===== src/rtl/mlrq_pkg.sv =====
`timescale 1ns / 1ps
`default_nettype none
// ----------------------------------------------------------------------------
// mlrq_pkg
// Types, constants and helpers shared by the multilevel ready queue modules.
// ----------------------------------------------------------------------------
package mlrq_pkg;

  localparam int LEVELS   = 16;
  localparam int CAPACITY = 64;
  localparam int ID_BITS  = 8;

  localparam int LVL_W = $clog2(LEVELS);
  localparam int CNT_W = $clog2(CAPACITY + 1);

  typedef enum logic [1:0] {
    CMD_ENQ   = 2'd0,
    CMD_DEQ   = 2'd1,
    CMD_BOOST = 2'd2,
    CMD_QUERY = 2'd3
  } cmd_t;

  typedef struct packed {
    cmd_t       command;
    logic [7:0] process_id;
    logic [3:0] level;
    logic       is_idle;
  } in_t;

  typedef struct packed {
    logic [7:0] out_process_id;
    logic       idle_given;
    logic       status;
    logic [6:0] level_count;
    logic [6:0] total_count;
  } out_t;

  typedef enum logic [1:0] {
    CELL_HOLD,
    CELL_INSERT,
    CELL_POP,
    CELL_BOOST
  } cell_op_t;

  typedef struct packed {
    logic               valid;
    logic [ID_BITS-1:0] id;
    logic [LVL_W-1:0]   lvl;
  } slot_t;

  typedef struct packed {
    cell_op_t           op;
    logic [ID_BITS-1:0] id;
    logic [LVL_W-1:0]   lvl;
  } cell_ctl_t;

  typedef struct packed {
    logic             inc;
    logic [LVL_W-1:0] inc_lvl;
    logic             dec;
    logic [LVL_W-1:0] dec_lvl;
    logic             boost;
    logic [CNT_W-1:0] total;
  } cnt_ctl_t;

  typedef enum logic {
    ST_IDLE,
    ST_EXEC
  } state_t;

  // Levels beyond the last one fold onto the least urgent level.
  function automatic logic [LVL_W-1:0] sat_level(input logic [3:0] lvl);
    if (int'(lvl) >= LEVELS) begin
      return LVL_W'(LEVELS - 1);
    end
    return LVL_W'(lvl);
  endfunction

endpackage
`default_nettype wire


===== src/rtl/mlrq_cell.sv =====
`timescale 1ns / 1ps
`default_nettype none
// ----------------------------------------------------------------------------
// mlrq_cell
// One slot of the ordered store; takes the new entry or a neighbor's entry.
// ----------------------------------------------------------------------------
module mlrq_cell (
  input  wire                  clk,
  input  wire                  rst_n,
  input  mlrq_pkg::cell_ctl_t  ctl,
  input  mlrq_pkg::slot_t      left_slot,
  input  wire                  left_after,
  input  mlrq_pkg::slot_t      right_slot,
  output mlrq_pkg::slot_t      slot,
  output logic                 after
);
  import mlrq_pkg::*;

  slot_t slot_r;
  slot_t slot_nxt;

  // This slot lies behind the insertion point of the new entry.
  assign after = !slot_r.valid || (slot_r.lvl > ctl.lvl);
  assign slot  = slot_r;

  always_comb begin
    slot_nxt = slot_r;
    case (ctl.op)
      CELL_INSERT: begin
        if (after && !left_after) begin
          slot_nxt.valid = 1'b1;
          slot_nxt.id    = ctl.id;
          slot_nxt.lvl   = ctl.lvl;
        end else if (after) begin
          slot_nxt = left_slot;
        end
      end
      CELL_POP:   slot_nxt = right_slot;
      CELL_BOOST: slot_nxt.lvl = '0;
      default:    slot_nxt = slot_r;
    endcase
  end

  always_ff @(posedge clk) begin
    if (!rst_n) begin
      slot_r.valid <= 1'b0;
    end else begin
      slot_r <= slot_nxt;
    end
  end

endmodule
`default_nettype wire


===== src/rtl/mlrq_level_counts.sv =====
`timescale 1ns / 1ps
`default_nettype none
// ----------------------------------------------------------------------------
// mlrq_level_counts
// Per-level entry counters, kept in step with the cell chain.
// ----------------------------------------------------------------------------
module mlrq_level_counts (
  input  wire                          clk,
  input  wire                          rst_n,
  input  wire                          en,
  input  mlrq_pkg::cnt_ctl_t           ctl,
  input  wire  [3:0]                   query_lvl,
  output logic [mlrq_pkg::CNT_W-1:0]   query_cnt
);
  import mlrq_pkg::*;

  logic [CNT_W-1:0] cnt_r   [LEVELS];
  logic [CNT_W-1:0] cnt_nxt [LEVELS];

  always_comb begin
    for (int i = 0; i < LEVELS; i++) begin
      if (ctl.boost) begin
        cnt_nxt[i] = (i == 0) ? ctl.total : '0;
      end else begin
        cnt_nxt[i] = cnt_r[i];
        if (ctl.inc && (ctl.inc_lvl == LVL_W'(i))) begin
          cnt_nxt[i] = cnt_r[i] + CNT_W'(1);
        end
        if (ctl.dec && (ctl.dec_lvl == LVL_W'(i))) begin
          cnt_nxt[i] = cnt_r[i] - CNT_W'(1);
        end
      end
    end
  end

  always_ff @(posedge clk) begin
    if (!rst_n) begin
      for (int i = 0; i < LEVELS; i++) begin
        cnt_r[i] <= '0;
      end
    end else if (en) begin
      for (int i = 0; i < LEVELS; i++) begin
        cnt_r[i] <= cnt_nxt[i];
      end
    end
  end

  // A level past the last one has no entries.
  always_comb begin
    if (int'(query_lvl) >= LEVELS) begin
      query_cnt = '0;
    end else begin
      query_cnt = cnt_r[LVL_W'(query_lvl)];
    end
  end

endmodule
`default_nettype wire


===== src/rtl/multilevel_ready_queue.sv =====
`timescale 1ns / 1ps
`default_nettype none
// ----------------------------------------------------------------------------
// multilevel_ready_queue
// Scheduler ready queue with LEVELS FIFO levels held in a chain of cells.
// ----------------------------------------------------------------------------
//
//   channel   ports                      direction   handshake
//   input     start, busy, in_item       in          start high, busy low
//   result    out_valid, out_item        out         one-cycle strobe
//
// An item is taken at the edge where start is high and busy is low. Busy then
// stays high while the cell chain and the level counters apply the item in
// the execute state; the result is registered at the end of the execute cycle
// and shows on out_item for exactly one cycle with out_valid high. The next
// item may be taken in the same cycle in which the previous result is shown.
// Reset (rst_n low, synchronous) empties the store and the level counts.
// The receiver cannot stall, so no result is ever held back.
//
// The store is a row of CAPACITY cells kept in order: valid entries are packed
// from cell 0 upward, sorted by level and, within a level, by arrival. Each
// cell compares its own level with that of a new entry, so the insertion
// point falls out of neighbor comparisons and every cell behind it takes its
// left neighbor's entry in the same cycle. A dequeue takes cell 0 and every
// cell takes its right neighbor's entry. A boost clears the level of every
// entry, which leaves the order intact. Per-level counters, updated alongside
// the chain, answer size queries without a scan of the cells.
// ----------------------------------------------------------------------------
module multilevel_ready_queue (
  input  wire               clk,
  input  wire               rst_n,
  input  wire               start,
  output logic              busy,
  input  mlrq_pkg::in_t     in_item,
  output logic              out_valid,
  output mlrq_pkg::out_t    out_item
);
  import mlrq_pkg::*;

  state_t           state_r;
  state_t           state_nxt;
  in_t              req_r;
  logic [CNT_W-1:0] total_r;
  logic [CNT_W-1:0] total_nxt;
  out_t             out_r;
  out_t             out_nxt;
  logic             out_valid_r;
  logic             exec;

  cell_ctl_t        cell_ctl;
  cnt_ctl_t         cnt_ctl;
  slot_t            cell_q     [CAPACITY];
  logic             cell_after [CAPACITY];
  logic [CNT_W-1:0] query_cnt;

  logic             enq_ok;
  logic             enq_full;
  logic             deq_ok;
  logic             deq_empty;

  // Next-state logic: start moves idle to execute; execute always returns to idle.
  always_comb begin
    state_nxt = state_r;
    case (state_r)
      ST_IDLE: begin
        if (start) begin
          state_nxt = ST_EXEC;
        end
      end
      ST_EXEC: state_nxt = ST_IDLE;
      default: state_nxt = ST_IDLE;
    endcase
  end

  // State outputs.
  always_comb begin
    case (state_r)
      ST_EXEC: begin
        busy = 1'b1;
        exec = 1'b1;
      end
      default: begin
        busy = 1'b0;
        exec = 1'b0;
      end
    endcase
  end

  always_ff @(posedge clk) begin
    if (!rst_n) begin
      state_r <= ST_IDLE;
    end else begin
      state_r <= state_nxt;
    end
  end

  // The item is held for the execute cycle.
  always_ff @(posedge clk) begin
    if (start && !busy) begin
      req_r <= in_item;
    end
  end

  // Decode of the held item against the current fill. An idle process is
  // dropped before the fill check, so it never reports a full store.
  always_comb begin
    enq_ok    = (req_r.command == CMD_ENQ) && !req_r.is_idle
                && (total_r != CNT_W'(CAPACITY));
    enq_full  = (req_r.command == CMD_ENQ) && !req_r.is_idle
                && (total_r == CNT_W'(CAPACITY));
    deq_ok    = (req_r.command == CMD_DEQ) && (total_r != '0);
    deq_empty = (req_r.command == CMD_DEQ) && (total_r == '0);
  end

  always_comb begin
    cell_ctl.id  = ID_BITS'(req_r.process_id);
    cell_ctl.lvl = sat_level(req_r.level);
    cell_ctl.op  = CELL_HOLD;
    if (exec) begin
      if (enq_ok) begin
        cell_ctl.op = CELL_INSERT;
      end else if (deq_ok) begin
        cell_ctl.op = CELL_POP;
      end else if (req_r.command == CMD_BOOST) begin
        cell_ctl.op = CELL_BOOST;
      end
    end
  end

  always_comb begin
    total_nxt = total_r;
    if (enq_ok) begin
      total_nxt = total_r + CNT_W'(1);
    end else if (deq_ok) begin
      total_nxt = total_r - CNT_W'(1);
    end
  end

  always_ff @(posedge clk) begin
    if (!rst_n) begin
      total_r <= '0;
    end else if (exec) begin
      total_r <= total_nxt;
    end
  end

  // The chain of cells. Cell 0 sees no entry in front of it, and the last
  // cell pulls in an empty slot on a dequeue.
  for (genvar g = 0; g < CAPACITY; g++) begin : g_cell
    slot_t left_slot;
    logic  left_after;
    slot_t right_slot;

    if (g == 0) begin : g_first
      assign left_slot  = '0;
      assign left_after = 1'b0;
    end else begin : g_inner_left
      assign left_slot  = cell_q[g-1];
      assign left_after = cell_after[g-1];
    end

    if (g == CAPACITY - 1) begin : g_last
      assign right_slot = '0;
    end else begin : g_inner_right
      assign right_slot = cell_q[g+1];
    end

    mlrq_cell u_cell (
      .clk        (clk),
      .rst_n      (rst_n),
      .ctl        (cell_ctl),
      .left_slot  (left_slot),
      .left_after (left_after),
      .right_slot (right_slot),
      .slot       (cell_q[g]),
      .after      (cell_after[g])
    );
  end

  // Level counters follow the same events as the chain.
  always_comb begin
    cnt_ctl.inc     = enq_ok;
    cnt_ctl.inc_lvl = sat_level(req_r.level);
    cnt_ctl.dec     = deq_ok;
    cnt_ctl.dec_lvl = cell_q[0].lvl;
    cnt_ctl.boost   = (req_r.command == CMD_BOOST);
    cnt_ctl.total   = total_r;
  end

  mlrq_level_counts u_counts (
    .clk       (clk),
    .rst_n     (rst_n),
    .en        (exec),
    .ctl       (cnt_ctl),
    .query_lvl (req_r.level),
    .query_cnt (query_cnt)
  );

  // Result of the item, registered at the end of the execute cycle.
  always_comb begin
    out_nxt                = '0;
    out_nxt.out_process_id = deq_ok ? 8'(cell_q[0].id) : 8'd0;
    out_nxt.idle_given     = deq_empty;
    out_nxt.status         = enq_full;
    out_nxt.level_count    = (req_r.command == CMD_QUERY) ? 7'(query_cnt) : 7'd0;
    out_nxt.total_count    = 7'(total_nxt);
  end

  always_ff @(posedge clk) begin
    if (exec) begin
      out_r <= out_nxt;
    end
  end

  always_ff @(posedge clk) begin
    if (!rst_n) begin
      out_valid_r <= 1'b0;
    end else begin
      out_valid_r <= exec;
    end
  end

  assign out_valid = out_valid_r;
  assign out_item  = out_r;

  // An execute cycle is always followed by a cycle with busy low.
  a_exec_one_cycle: assert property (@(posedge clk) disable iff (!rst_n)
    busy |=> !busy)
    else $error("busy held for more than one cycle");

  // Every execute cycle is followed by a result strobe.
  a_result_follows: assert property (@(posedge clk) disable iff (!rst_n)
    busy |=> out_valid)
    else $error("no result after an execute cycle");

  // The fill count never passes the store size.
  a_total_bound: assert property (@(posedge clk) disable iff (!rst_n)
    total_r <= CNT_W'(CAPACITY))
    else $error("entry total exceeds capacity");

  // An empty dequeue carries no id and no reject status.
  a_idle_result: assert property (@(posedge clk) disable iff (!rst_n)
    (out_valid && out_item.idle_given) |->
      (out_item.out_process_id == 8'd0) && !out_item.status)
    else $error("idle result carries an id or a reject");

endmodule
`default_nettype wire

===== config.mk =====
export PLATFORM = sky130hd
export DESIGN_NAME = multilevel_ready_queue
export DESIGN_NICKNAME = d
export VERILOG_FILES = /design/src/rtl/mlrq_pkg.sv /design/src/rtl/mlrq_cell.sv /design/src/rtl/mlrq_level_counts.sv /design/src/rtl/multilevel_ready_queue.sv
export SDC_FILE = /design/constraint.sdc
export NUM_CORES = 2
export LEC_CHECK = 0
export ABC_AREA = 0
export BUFFER_PORTS_ARGS = -buffer_cell sky130_fd_sc_hd__buf_2
export CAP_MARGIN = 15
export CORE_MARGIN = 2
export CORE_UTILIZATION = 40
export DETAILED_ROUTE_END_ITERATION = 8
export SLEW_MARGIN = 20
export SYNTH_ARGS = -nofsm -noshare
export SYNTH_HDL_FRONTEND = slang
export SYNTH_SLANG_ARGS = --single-unit

===== constraint.sdc =====
create_clock -name clk -period 5.9 [get_ports clk]
set_input_delay 1.18 -clock clk [delete_from_list [all_inputs] [get_ports clk]]
set_output_delay 1.18 -clock clk [all_outputs]
set_load 0.05 [all_outputs]

==> impl_summary.md <==
Outcome
The flow ran to the end, and the final reports show no timing, DRC or antenna violations.

Power
Dividing total power by cell area gives a power density of about 260 nW/um^2. The leakage power total is 23.9 nW. The cell-internal power is 12.7 mW. VDD sags by at most 0.272 mV.

The relative contribution of combinational cells to total power is 12.1%. Of the total power, the share spent switching nets is 26.8%. The power spent charging and discharging nets is 4.64 mW. The proportion of power drawn by the clock network is 40.2%. The overall power after layout is 17.3 mW.

The part of the power in registers is a little under half.

Timing
The clock skew after layout is about 0.045 ns. The part of the cycle the worst path needs is approximately 80%. For the finished layout, the period the worst path requires is around 4.7 ns. Setup violations remaining at the end of the flow were counted as 0. Setup repair after global routing left no endpoint under its margin. Measured against its own limit, the worst slew margin works out to approximately a fifth. The transition time at the pin with the least slew margin is around 1.2 ns.

The number of max-slew violations in the final report is 0. The sum of negative setup slack is 0 ns. The maximum clock frequency is 213 MHz. The final hold violation count came to 0.

Clocking
The clock net in this run drives a total of 992 sinks. The number of cells upsized or downsized after cts is 0. TritonCTS created 116 clock buffers. In this run the clock root is driven by a clkbuf_16. The CTS H-tree depth is 3. After clock tree synthesis, the clock-pin slew on the worst setup and hold paths is approximately 0.06 ns. The clock network latency to the later pin of the worst-skew pair is 0.76 ns. The post-CTS setup repair buffer count is 0.

The CTS tree is done. The number of hold-repair buffers added at the cts stage is 0. The clock passes through at most 3 buffers.

Setup path
STA classifies the critical path startpoint as a register. The stage delay of the slowest cell on the critical path is 1.03 ns. The critical path is of the register to register type. The critical path's slowest cell is a21oi_1. Data on the critical path is required at its endpoint by 6.26 ns.

The startpoint identified for the worst register-to-register timing path is total_r[0]. The signal on the critical path passes through inv_1, ha_1, nor2b_1, a21oi_4, o21ai_0, ha_4, inv_4, nand2_4, a21oi_1. The worst setup path is captured at a register. The critical path data arrival time is 5.05 ns.

Tracing the worst setup path back leads to its startpoint at total_r[0]. In this run the worst path has a maximum fanout of 64.

Synth
Ranked by instance count, the synthesized netlist is headed by 919 x edfxtp_1, 585 x nand2_1, 584 x inv_1. Of the post-synthesis cell area, the part taken by muxes is approximately 1.3%. Of the total synthesized cell area, the portion taken by full adders, half adders and majority gates is ~7.4%. The count of flip-flops with a built-in enable after synthesis is 919. The mapped cell area is 62,500 sq um.

The post-synth net total is 6,709. The library cell with the largest summed area after synthesis is edfxtp_1. During synthesis, Yosys emitted a total of 0 warnings. The synthesized area divided by synthesized cell count is 9.86 sq um. The commonest register cell after synthesis is edfxtp_1. The share of the synthesized area in the top cell type is ~44%. The fraction of the yosys area taken by sequential cells is 46.5%. Ranked by total cell area, the synthesized netlist is headed by edfxtp_1 44%, ha_1 6.9%, o311ai_0 6.7%. The async set-or-reset flop fraction in the synthesized netlist is 0%.

Synthesis handed over a netlist of 6,333 instances. After synthesis the netlist holds a flip-flop and latch count of 992. The synthesized netlist devotes about a fifth of its cell area to compound gates. The area fraction in and, or, nand and nor cells after synthesis is 17.9%. The distinct cell type count after synthesis is 64. Among all cell types in the netlist, the one instantiated most often is edfxtp_1.

The xor and xnor area share after synthesis is 0.757%. The combinational family with the most area after synthesis is compound AO/OA/AOI/OAI gates.

Min path
The tightest min-delay check is of the register to register type. The startpoint of the tightest hold check path is g_cell[0].u_cell.slot[11].

Final layout
The number of antenna diodes is 0. Registers take 29,100 sq um. After the last flow step, the layout net total stands at approximately 6,400.

The fraction of final layout cells with drive strength greater than 1 is under 10%. After filler insertion, the fill cell instance count of the layout stands at 14,800. The area of combinational cells with multiple inputs is 29,100 sq um.

The layout-stage area growth over the synthesis result is 8.61%.

Floorplanning
The die boundary height is 399 um. For this design the top-level I/O count stands at 44. The total number of placement rows is 145.

The area enclosed by the die boundary is roughly 160,000 sq um. The floorplan step defined a core boundary enclosing 156,000 sq um. The effective utilization at floorplan is 40.1%.

The floorplan step set the die width to around 400 um.

Route
The count of unresolved DRC violations after routing is 0. The final wirelength is roughly 180,000 um. After detailed routing, no signal wire sits above met4.

The met2 layer wire length in the routed design is approximately 80,000 um. The average via count per standard cell is 6.20. The met1 routed wirelength after detailed routing is 82,200 um.

Summed over all nets, wire length on met3 after detailed routing comes to 11,700 um. After the first detailed-routing iteration, the DRC count stood at 5,204. The remaining number of nets flagged by the antenna check after routing is 0. For this block, the via count after detailed routing is 50,800. The first detailed-routing pass ran for 6 iterations. After detailed routing, the average wire length per cell comes to 21.7 um.

GRT
The initial antenna violation count is 0. The first global-routing pass estimated 278,000 um of wire. The maximum number of pins on one net before global-route repair is 251. The residual overflow from global routing is 0.

The number of global-route vias before repair is 48,500. Across every metal layer, demand over resource in global routing totals 21.6%.

Placement
At the end of routability-driven placement, the weighted congestion stood at 0.826. The total of buffers placed on input and output ports is 43. Summed over all nets, the half-perimeter wirelength after detailed placement is 117,000 um.

Run
Max-cap violations in this run came to 0.
through the flow:
step	utilization (%)	hold WS [ns]	instances	worst slack, ns	instance area, sq um
2_1_floorplan	-	0.515	6333	1.33	62500
3_3_place_gp	41.3	0.534	7969	1.51	64200
3_5_place_dp	41.3	0.530	7969	1.33	64200
4_1_cts	43.6	0.545	8185	1.29	67800
5_1_grt	43.6	0.567	8186	0.914	67800
6_report	43.6	0.543	8186	1.21	67800
layer usage:
metal	track usage (%)	vias up
li1	-	23700
met1	31.5	24900
met2	33.9	1918
met3	2.88	282
met4	5.39	0
met5	0	-
layout make-up:
cell class | count | share of cell area [%]
inverters | 584 | 3.25
clock inverters | 67 | 0.778
repair buffers | 162 | 1.89
well taps | 2058 | 3.80
multi-input cells | 4174 | 42.9
flip-flops and latches | 992 | 42.8
clock buffers | 149 | 4.52
final timing paths:
| path | endpoint | cells after the start | slack [ns] |
|---|---|---|---|
| setup / recovery | g_cell[60].u_cell.slot[6] | 9 | 1.21 |
| hold reg to reg | out_item[23] | 1 | 0.54 |
| hold / removal | out_item[23] | 1 | 0.54 |
| setup reg to reg | g_cell[60].u_cell.slot[6] | 9 | 1.21 |
logic make-up (layout without fill, tap and decap cells):
logic type,count (synthesis),count (layout)
compound gates,1554,1554
xor+xnor,54,54
fa+ha+maj,358,358
buf+inv,1167,962
flops,992,992
mux,37,37
simple gates,2171,2171
critical path: cells and delay by family, from the launching register on:
| kind | cells | cell delay [ns] |
|---|---|---|
| AOI/OAI and AO/OA | 3 | 1.79 |
| DFF | 1 | 0.37 |
| adders and majority gates | 2 | 0.49 |
| buffers and inverters | 2 | 0.39 |
| and+or+nand+nor | 2 | 1.17 |
cell usage in the layout, fill, tap and decap left out, types with 111 or more instances in the layout:
cell,instances
ha_1,339
a21oi_1,237
nand2_1,583
o21ai_0,237
nor2b_1,111
nor2_1,166
nor3_1,350
nand3_1,515
clkbuf_16,117
inv_1,580
o311ai_0,480
a221o_1,264
nor3b_1,201
edfxtp_1,919
power by group through the flow:
stage,clock (mW),combinational [mW],sequential (mW)
floorplan,0,1.49,8.31
global placement,0,1.99,8.39
detailed placement,0,2.07,8.39
CTS,7.07,2.08,8.25
global route,7.32,2.33,8.28
finish,6.97,2.10,8.25
registers in the layout, summed over array words and instances (netlist names):
register	flops
u_counts.cnt_r	112
g_cell.u_cell.slot	832
out_item	24
cell_ctl	12
state_r	1
req_r	3
total_r	7
out_valid	1
No activity file was read; power rests on OpenSTA's default activity.
